==> config.mk <==
export PLATFORM = sky130hd
export DESIGN_NAME = queue_move_to_front_rear_top
export DESIGN_NICKNAME = d
export VERILOG_FILES = /design/src/rtl/mtfq_pkg.sv /design/src/rtl/mtfq_ram.sv /design/src/rtl/queue_move_to_front_rear_top.sv
export SDC_FILE = /design/constraint.sdc
export NUM_CORES = 1
export LEC_CHECK = 0
export BUFFER_PORTS_ARGS = -buffer_cell sky130_fd_sc_hd__buf_2
export CORE_UTILIZATION = 25
export DETAILED_ROUTE_END_ITERATION = 10
export GPL_ROUTABILITY_DRIVEN = 1
export GPL_TIMING_DRIVEN = 0
export PLACE_DENSITY_LB_ADDON = 0.15
export SLEW_MARGIN = 0
export SYNTH_ARGS = -nofsm -noshare
export SYNTH_HDL_FRONTEND = slang
export SYNTH_SLANG_ARGS = --single-unit
==> constraint.sdc <==
create_clock -name clk -period 7.07 [get_ports clk]
set_input_delay 0.3535 -clock clk [delete_from_list [all_inputs] [get_ports clk]]
set_output_delay 0.3535 -clock clk [all_outputs]
set_load 0.05 [all_outputs]
==> src/rtl/mtfq_pkg.sv <==
`default_nettype none

package mtfq_pkg;

    localparam int KEY_W   = 32;
    localparam int COUNT_W = 5;

    typedef enum logic [1:0] {
        OP_ENQ      = 2'd0,
        OP_DEQ      = 2'd1,
        OP_TO_FRONT = 2'd2,
        OP_TO_REAR  = 2'd3
    } opcode_t;

    typedef enum logic [1:0] {
        STS_DONE  = 2'd0,
        STS_FULL  = 2'd1,
        STS_EMPTY = 2'd2,
        STS_MISS  = 2'd3
    } status_t;

endpackage

`default_nettype wire

==> src/rtl/mtfq_ram.sv <==
`default_nettype none

module mtfq_ram #(
    parameter int WIDTH = 32,
    parameter int DEPTH = 16
) (
    input  wire logic                     clk,
    input  wire logic                     we,
    input  wire logic [$clog2(DEPTH)-1:0] waddr,
    input  wire logic [WIDTH-1:0]         wdata,
    input  wire logic [$clog2(DEPTH)-1:0] raddr,
    output logic      [WIDTH-1:0]         rdata
);

    logic [WIDTH-1:0] mem [DEPTH];
    logic [WIDTH-1:0] rdata_reg;

    always_ff @(posedge clk)
    begin
        if (we)
        begin
            mem[waddr] <= wdata;
        end
        rdata_reg <= mem[raddr];
    end

    assign rdata = rdata_reg;

endmodule

`default_nettype wire

==> src/rtl/queue_move_to_front_rear_top.sv <==
// Channel   Handshake            Payload
// input     in_valid / in_ready  opcode, key
// output    out_valid / out_ready front_key, is_empty, entry_count, status
//
// One command at a time; in_ready is high only while the sequencer is idle.
// Enqueue, dequeue and a move on an empty queue go straight to the front read.
// A move of the entry at position p searches from the front through p, then
// shifts the entries between p and the front or rear; a miss searches all n.
// One RAM read port and one key comparator serve the search and shift steps.
// Reset empties the queue at once; RAM contents need no clearing.
// A stalled result holds the last state; the next command may be taken meanwhile.
`default_nettype none

module queue_move_to_front_rear_top #(
    parameter int DEPTH = 16
) (
    input  wire logic        clk,
    input  wire logic        rst_n,
    input  wire logic        in_valid,
    output logic             in_ready,
    input  wire logic [1:0]  opcode,
    input  wire logic signed [31:0] key,
    output logic             out_valid,
    input  wire logic        out_ready,
    output logic signed [31:0] front_key,
    output logic             is_empty,
    output logic [4:0]       entry_count,
    output logic [1:0]       status
);

    localparam int AW = (DEPTH > 1) ? $clog2(DEPTH) : 1;
    localparam int IW = $clog2(DEPTH + 1);

    typedef enum logic [7:0] {
        S_IDLE       = 8'b0000_0001,
        S_SEARCH_RD  = 8'b0000_0010,
        S_SEARCH_CMP = 8'b0000_0100,
        S_SHIFT_RD   = 8'b0000_1000,
        S_SHIFT_WR   = 8'b0001_0000,
        S_PUT        = 8'b0010_0000,
        S_FRONT_RD   = 8'b0100_0000,
        S_FRONT_CAP  = 8'b1000_0000
    } state_t;

    state_t                  state_reg, state_next;
    logic [AW-1:0]           head_reg, head_next;
    logic [IW-1:0]           count_reg, count_next;
    logic [AW-1:0]           ptr_reg, ptr_next;
    mtfq_pkg::opcode_t       op_reg, op_next;
    logic [31:0]             key_reg, key_next;
    mtfq_pkg::status_t       sts_reg, sts_next;

    logic                    out_valid_reg, out_valid_next;
    logic [31:0]             front_key_reg, front_key_next;
    logic                    is_empty_reg, is_empty_next;
    logic [4:0]              count_out_reg, count_out_next;
    mtfq_pkg::status_t       status_out_reg, status_out_next;

    mtfq_pkg::opcode_t       in_op;
    logic                    accept;
    logic [AW-1:0]           lidx;
    logic [AW:0]             addr_sum;
    logic [AW-1:0]           addr;
    logic [AW-1:0]           src;
    logic                    at_end;
    logic                    src_end;
    logic [IW-1:0]           count_m1;
    logic [IW-1:0]           ptr_p1;
    logic                    key_hit;
    logic                    we;
    logic [31:0]             wdata;
    logic [31:0]             rdata;
    logic [IW+4:0]           count_wide;

    assign in_op    = mtfq_pkg::opcode_t'(opcode);
    assign in_ready = (state_reg == S_IDLE);
    assign accept   = in_valid && in_ready;

    assign count_m1 = count_reg - IW'(1);
    assign ptr_p1   = IW'(ptr_reg) + IW'(1);
    assign src      = (op_reg == mtfq_pkg::OP_TO_FRONT) ? (ptr_reg - AW'(1))
                                                         : (ptr_reg + AW'(1));
    // end of a shift run: front for to-front, last entry for to-rear
    assign at_end   = (op_reg == mtfq_pkg::OP_TO_FRONT) ? (ptr_reg == '0)
                                                         : (IW'(ptr_reg) == count_m1);
    assign src_end  = (op_reg == mtfq_pkg::OP_TO_FRONT) ? (src == '0)
                                                         : (IW'(src) == count_m1);
    assign key_hit  = (rdata == key_reg);

    // logical position fed to the shared address unit
    always_comb
    begin
        lidx = '0;
        unique case (state_reg)
            S_IDLE:
            begin
                lidx = (in_op == mtfq_pkg::OP_ENQ) ? AW'(count_reg) : AW'(1);
            end
            S_SEARCH_RD, S_SHIFT_WR, S_PUT:
            begin
                lidx = ptr_reg;
            end
            S_SHIFT_RD:
            begin
                lidx = src;
            end
            S_SEARCH_CMP, S_FRONT_RD, S_FRONT_CAP:
            begin
                lidx = '0;
            end
            default:
            begin
                lidx = '0;
            end
        endcase
    end

    // circular buffer: physical = head + logical, wrapped once
    assign addr_sum = {1'b0, head_reg} + {1'b0, lidx};
    assign addr     = (addr_sum >= (AW+1)'(DEPTH)) ? AW'(addr_sum - (AW+1)'(DEPTH))
                                                    : AW'(addr_sum);

    mtfq_ram #(
        .WIDTH (32),
        .DEPTH (DEPTH)
    ) u_ram (
        .clk   (clk),
        .we    (we),
        .waddr (addr),
        .wdata (wdata),
        .raddr (addr),
        .rdata (rdata)
    );

    always_comb
    begin
        state_next      = state_reg;
        head_next       = head_reg;
        count_next      = count_reg;
        ptr_next        = ptr_reg;
        op_next         = op_reg;
        key_next        = key_reg;
        sts_next        = sts_reg;
        out_valid_next  = out_valid_reg && !out_ready;
        front_key_next  = front_key_reg;
        is_empty_next   = is_empty_reg;
        count_out_next  = count_out_reg;
        status_out_next = status_out_reg;
        we              = 1'b0;
        wdata           = key;

        unique case (state_reg)
            S_IDLE:
            begin
                if (accept)
                begin
                    op_next  = in_op;
                    key_next = key;
                    sts_next = mtfq_pkg::STS_DONE;
                    ptr_next = '0;
                    unique case (in_op)
                        mtfq_pkg::OP_ENQ:
                        begin
                            if (count_reg == IW'(DEPTH))
                            begin
                                sts_next = mtfq_pkg::STS_FULL;
                            end
                            else
                            begin
                                we         = 1'b1;
                                count_next = count_reg + IW'(1);
                            end
                            state_next = S_FRONT_RD;
                        end
                        mtfq_pkg::OP_DEQ:
                        begin
                            if (count_reg == '0)
                            begin
                                sts_next = mtfq_pkg::STS_EMPTY;
                            end
                            else
                            begin
                                head_next  = addr;
                                count_next = count_m1;
                            end
                            state_next = S_FRONT_RD;
                        end
                        mtfq_pkg::OP_TO_FRONT, mtfq_pkg::OP_TO_REAR:
                        begin
                            if (count_reg == '0)
                            begin
                                sts_next   = mtfq_pkg::STS_MISS;
                                state_next = S_FRONT_RD;
                            end
                            else
                            begin
                                state_next = S_SEARCH_RD;
                            end
                        end
                        default:
                        begin
                            state_next = S_FRONT_RD;
                        end
                    endcase
                end
            end
            S_SEARCH_RD:
            begin
                state_next = S_SEARCH_CMP;
            end
            S_SEARCH_CMP:
            begin
                if (key_hit)
                begin
                    state_next = at_end ? S_PUT : S_SHIFT_RD;
                end
                else if (ptr_p1 == count_reg)
                begin
                    sts_next   = mtfq_pkg::STS_MISS;
                    state_next = S_FRONT_RD;
                end
                else
                begin
                    ptr_next   = AW'(ptr_p1);
                    state_next = S_SEARCH_RD;
                end
            end
            S_SHIFT_RD:
            begin
                state_next = S_SHIFT_WR;
            end
            S_SHIFT_WR:
            begin
                we         = 1'b1;
                wdata      = rdata;
                ptr_next   = src;
                state_next = src_end ? S_PUT : S_SHIFT_RD;
            end
            S_PUT:
            begin
                we         = 1'b1;
                wdata      = key_reg;
                state_next = S_FRONT_RD;
            end
            S_FRONT_RD:
            begin
                state_next = S_FRONT_CAP;
            end
            S_FRONT_CAP:
            begin
                if (!out_valid_reg || out_ready)
                begin
                    out_valid_next  = 1'b1;
                    front_key_next  = (count_reg != '0) ? rdata : '0;
                    is_empty_next   = (count_reg == '0);
                    count_out_next  = count_wide[4:0];
                    status_out_next = sts_reg;
                    state_next      = S_IDLE;
                end
            end
            default:
            begin
                state_next = S_IDLE;
            end
        endcase
    end

    assign count_wide = {5'b0, count_reg};

    always_ff @(posedge clk or negedge rst_n)
    begin
        if (!rst_n)
        begin
            state_reg     <= S_IDLE;
            head_reg      <= '0;
            count_reg     <= '0;
            out_valid_reg <= 1'b0;
        end
        else
        begin
            state_reg     <= state_next;
            head_reg      <= head_next;
            count_reg     <= count_next;
            out_valid_reg <= out_valid_next;
        end
    end

    always_ff @(posedge clk)
    begin
        ptr_reg        <= ptr_next;
        op_reg         <= op_next;
        key_reg        <= key_next;
        sts_reg        <= sts_next;
        front_key_reg  <= front_key_next;
        is_empty_reg   <= is_empty_next;
        count_out_reg  <= count_out_next;
        status_out_reg <= status_out_next;
    end

    assign out_valid   = out_valid_reg;
    assign front_key   = front_key_reg;
    assign is_empty    = is_empty_reg;
    assign entry_count = count_out_reg;
    assign status      = status_out_reg;

endmodule

`default_nettype wire

# Yosys cells after proc, flatten, opt, wreduce, memory -nomap -nowiden
# Memories as Yosys holds them, arrays and structs flattened. A register that Yosys moved wholly into a read port is not among the register bits.
# Cells that the tools add are included.
# W data, S select, Z words.
[totals]
memories = 1
register_bits = 98
mem_bits_rw = 512
inputBits = 38
output_inout_bits = 42
wordCells = 109
[mem_list]
columns = ["memory", "depth", "width", "rd", "rd_clocked_by_memory_dff", "wr", "line", "source"]
rows = [
  ["u_ram.mem", 16, 32, 1, 1, 1, "mtfq_ram.sv:15", "logic [WIDTH-1:0] mem [DEPTH];"],
]
[op_classes]
n_eq_ne = 24
mux = 39
n_reduce_logical = 24
n_bitwise = 1
n_addsub = 7
n_lt_le_gt_ge = 1
[ops]
columns = ["op", "count"]
rows = [
  ["$pmux W32 S2", 1],
  ["$pmux W8 S8", 1],
  ["$eq A32 B32 Y1", 1],
  ["$mux W4", 6],
  ["$pmux W4 S3", 2],
  ["$mux W7", 3],
  ["$mux W8", 2],
  ["$pmux W8 S2", 1],
  ["$mux W6", 2],
  ["$ne A2 B2 Y1 const B", 6],
  ["$reduce_and A4 Y1", 3],
  ["$eq A4 B5 Y1", 2],
  ["$mux W1", 10],
  ["$mux W2", 5],
  ["$mux W5", 2],
  ["$pmux W5 S2", 1],
  ["$eq A8 B1 Y1 const B", 1],
  ["$eq A8 B2 Y1 const B", 1],
  ["$eq A8 B3 Y1 const B", 1],
  ["$eq A8 B4 Y1 const B", 1],
  ["$eq A8 B5 Y1 const B", 1],
  ["$eq A8 B6 Y1 const B", 1],
  ["$eq A8 B7 Y1 const B", 1],
  ["$eq A8 B8 Y1 const B", 1],
  ["29 further kinds", 40],
]

# Depth between registers and ports, before layout
[logic_depth]
depth_word = 7
mapped_depth = 16
mapped_depth_nobuf = 12

# Modules after synthesis
# From an unflattened synthesis, not the netlist that was laid out.
[unflattened]
hier_cells = 1456
area_unflattened_um2 = 25907.3
[by_module_without_submodules]
columns = ["mod", "cells_each", "n_inst", "area_each_um2", "seq_area_each_um2"]
rows = [
  ["mtfq_ram", 838, 1, 19835.3, 16015.4],
  ["queue_move_to_front_rear_top", 618, 1, 6072.1, 2854.0],
]

# Least setup slack after synthesis
# Ideal clock, no wire load.
[synth_path]
path_type = "reg-to-reg"
from = "reg state_reg[1]"
to = "mem u_ram.mem[1][0], enable pin"
setup_ps = 461
synth_period_minus_slack_ps = 5670
n_path_buf = 4
stages_incl_launch_ff = 15
setup_slack_ps = 1400
t_required_ps = 6609
arrival_ps = 5209
path_cell_list = "dfrtp_1 nor4_1 and2_1 clkbuf_1 nand2_1 nand2_1 nor2_1 o22ai_1 ha_1 fa_1 clkbuf_1 clkbuf_1 clkbuf_1 nand3b_1 nor3_1"
[synth_between]
elab_chain_cells = 6
word_cells_on_any_way = 17
classes_between = "add/sub (2); order compare (1); eq/ne (5); mux (6); reduce/logical (3)"
[synth_rtl]
columns = ["element", "line", "source"]
rows = [
  ["start, declared", "queue_move_to_front_rear_top.sv:45", "state_t state_reg, state_next;"],
  ["start signal, assigned", "queue_move_to_front_rear_top.sv:281", "state_reg <= state_next;"],
  ["$eq A8 B6 Y1 (tied with other cells)", "queue_move_to_front_rear_top.sv:94", "unique case (state_reg)"],
  ["$reduce_or A3 Y1", "queue_move_to_front_rear_top.sv:94", ""],
  ["$pmux W4 S3 *", "queue_move_to_front_rear_top.sv:94", ""],
  ["$add A4 B4 Y5 *", "queue_move_to_front_rear_top.sv:119", "assign addr_sum = {1'b0, head_reg} + {1'b0, lidx};"],
  ["$sub A4 B1 Y4 or $ge A5 B5 Y1 (tied branches)", "queue_move_to_front_rear_top.sv:120", "assign addr = (addr_sum >= (AW+1)'(DEPTH)) ? AW'(addr_sum - (AW+1)'(DEPTH))"],
  ["$mux W4 *", "queue_move_to_front_rear_top.sv:120", ""],
  ["via addr[1]", "queue_move_to_front_rear_top.sv:63", "logic [AW-1:0] addr;"],
  ["end, declared", "mtfq_ram.sv:15", ""],
]
# The timed path passes the listed nets; every way through them passes the cells marked *.

# Worst setup path after layout
[layout_path]
from = "reg state_reg[1]"
to = "mem u_ram.mem[11][18], enable pin"
# Same word-level chain as after synthesis.

==> impl_metrics.tcl <==
set metrics [dict create \
    finalMaxSlewViolations 0 \
    wl_met3_mm 5.077 \
    final_cells 3161 \
    cts_tree "done" \
    design_area_um2 32150 \
    fp.dieW_um 325.8 \
    drv_cap 0 \
    required_ps 7400 \
    p_leak_nw 10.54 \
    rsz0062_at_grt "false" \
    core_area_um2 103800 \
    most-common-layout-cells "edfxtp_1, mux4_2, mux2i_1" \
    fp.dieH_um 325.8 \
    syn-num-nets 1504 \
    hold_viol_final 0 \
    fillers 10120 \
    status "completed" \
    maxSlewHeadroom 0.05880 \
    ctsResizeCount 0 \
    synth_cell_types 56 \
    ant_nets 0 \
    ir_drop_mv 0.2618 \
    antenna_found_initial 18 \
    portBuffers 79 \
    yosys_warnings 0 \
    drt_wl_total_mm 81.79 \
    grt_max_degree 33 \
    drive_above_1_share 0.2461 \
    cts_buffers 75 \
    power.density_nw_per_um2 505.6 \
    row_count 118 \
    clock_path_buffers 3 \
    min_to "out_valid$_DFF_PN0_" \
    num_io_pins 80 \
    cts_root_buf "clkbuf_16" \
    route.met2.wl_mm 36.58 \
    grt_usage 0.1546 \
    setup_slack_ps 605.3 \
    synth_seq_cells 642 \
    gp_congestion 0.8447 \
    cp-start-kind "flop" \
    fmax_mhz 154.7 \
    post-cts-setup-buffer-count 0 \
    num_vias 14710 \
    drt_iter0_markers 1341 \
    initial_core_util 0.2526 \
    syn_area_um2 26220 \
    r2r_start "state_reg[1]$_DFFE_PN0P_" \
    largest_reg_flops 512 \
    routed.top_layer "met5" \
    avgSynthCellArea_um2 18.00 \
    pre_cts_ws_ps 586.2 \
    clock_latency_ps 640 \
    nets 1760 \
    cp_max_fo 10 \
    whs_ps 86.68 \
    hold_depth 3 \
    firstDrtPassIters 7 \
    ys_seq_area_frac 0.7197 \
    synth-edff-count 592 \
    top_register "u_ram.mem" \
    worst_pin_slew_ps 1399 \
    final_common_cell "edfxtp_1" \
    gr-total-overflow 0 \
    r2r-end "u_ram.mem[11][18]$_DFFE_PP_" \
    synth_top_flop_cell "edfxtp_1" \
    ctsHoldBuffers 35 \
    post-route-period-util 0.9144 \
    setup_viol 0 \
    place_area_um2 29220 \
    grt_pass1_wl_mm 116.1 \
    hp-start "out_ready" \
    placedCellCount 2980 \
    tns_ps 0 \
    end_kind "flop" \
    route.detailed.drc 0 \
    htree_levels 3 \
    dp_hpwl_mm 56.65 \
    cp.arrival_ps 6800 \
    syn2layout_area_growth_pct 22.61 \
    rrSetupSlack_ps 610 \
    clk_pin_slew_ps 60 \
    synthCells 1457 \
    final_core_util 0.3097 \
    critPathKind "flop to flop" \
    dieArea_um2 106200 \
    wl_per_cell_um 25.88 \
    clkSinkCount 642 \
    wl_met1_mm 38.37 \
    hold_path.class "primary input to flop" \
    skew_ps 32.21 \
    drt-vias-per-instance 4.653 \
    total_power_mw 16.25 \
    async_reset_ff_frac 0.02804 \
    reg2reg_depth 16 \
    grt_pass1_vias 15120 \
    min_period_ps 6465 \
]
==> logic make-up (layout without fill, tap and decap cells) <==
| logic type | after synthesis | count (layout) | synth area share |
|---|---|---|---|
| adder cells (fa/ha/maj) | 9 | 9 | 0.004581 |
| other | 0 | 5 | 0 |
| AO/OA/AOI/OAI | 166 | 166 | 0.03970 |
| AND/OR/NAND/NOR | 252 | 252 | 0.05130 |
| flip-flops | 642 | 642 | 0.7197 |
| XOR/XNOR | 60 | 60 | 0.02062 |
| multiplexers | 228 | 228 | 0.1482 |
| buffers and inverters | 100 | 419 | 0.01589 |
==> Yosys cell counts, types with 8 or more instances <==
cell type | n | area (um2)
nand3_1 | 12 | 60.06
and2_1 | 34 | 212.7
dfxtp_1 | 32 | 640.6
buf_2 | 9 | 45.04
inv_1 | 10 | 37.54
nand2_1 | 15 | 56.30
xnor2_1 | 49 | 429.2
edfxtp_1 | 592 | 17780
buf_1 | 10 | 37.54
nand2b_1 | 37 | 231.5
a21oi_1 | 75 | 375.4
mux4_2 | 128 | 2883
nand4_1 | 15 | 93.84
o21ai_0 | 8 | 40.04
dfrtp_1 | 17 | 425.4
xor2_1 | 9 | 78.83
o31ai_1 | 33 | 247.7
clkbuf_1 | 67 | 251.5
nor2b_1 | 8 | 50.05
o22ai_1 | 36 | 225.2
nor2_1 | 82 | 307.8
ha_1 | 8 | 100.1
and3_1 | 8 | 50.05
mux2i_1 | 98 | 980.9
nor3_1 | 16 | 80.08
==> power by group <==
group          switching, mW  leakage (nW)  internal, mW  total (mW)
logic                   4.12          3.43          3.06        7.18
registers              0.350          5.90          4.76        5.11
clock network           1.63          1.22          2.34        3.96
total                   6.10          10.5          10.2        16.3
==> critical path, stage by stage, from the launching register on <==
cell and delay [ps]:
dfrtp_1 430, nor4_1 590, and2_1 210, clkbuf_1 420, nand2_1 210, nand2_1 180, nor2_1 60, o22ai_1 270
ha_1 260, fa_1 170, clkbuf_1 460, clkbuf_1 740, clkbuf_1 570, nand3_1 360, nor3_2 760, buf_6 260
buf_6 180
==> area by class of cell <==
class,instances,area [um2],share of cell area
plain buffers,90,379.1,0.01179
inverters,10,37.54,0.001168
repair buffers,179,1556,0.04842
clock inverters,46,528.0,0.01643
diodes,5,12.51,0.0003892
flip-flops and latches,642,18870,0.5870
clock buffers,94,2008,0.06247
multi-input cells,715,7028,0.2186
well taps,1380,1727,0.05371
==> per-layer routing <==
layer  up-vias  track usage
met5         -            0
met4        22      0.03878
met3       103      0.03544
met2       463       0.2339
met1      7767       0.2228
li1       6352            -
==> worst max path at each step <==
stage	from	end	slack, ps	cells past startpoint
after floorplan	state_reg[1]$_DFFE_PN0P_	u_ram.mem[1][0]$_DFFE_PP_	1400	14
after global placement	state_reg[1]$_DFFE_PN0P_	u_ram.mem[3][9]$_DFFE_PP_	-4530	14
after detailed placement	state_reg[1]$_DFFE_PN0P_	u_ram.mem[11][13]$_DFFE_PP_	590	16
after CTS	state_reg[1]$_DFFE_PN0P_	u_ram.mem[11][21]$_DFFE_PP_	570	16
after global routing	state_reg[1]$_DFFE_PN0P_	u_ram.mem[11][21]$_DFFE_PP_	190	16
final	state_reg[1]$_DFFE_PN0P_	u_ram.mem[11][18]$_DFFE_PP_	610	16
Power figures use the tool's default switching activity.
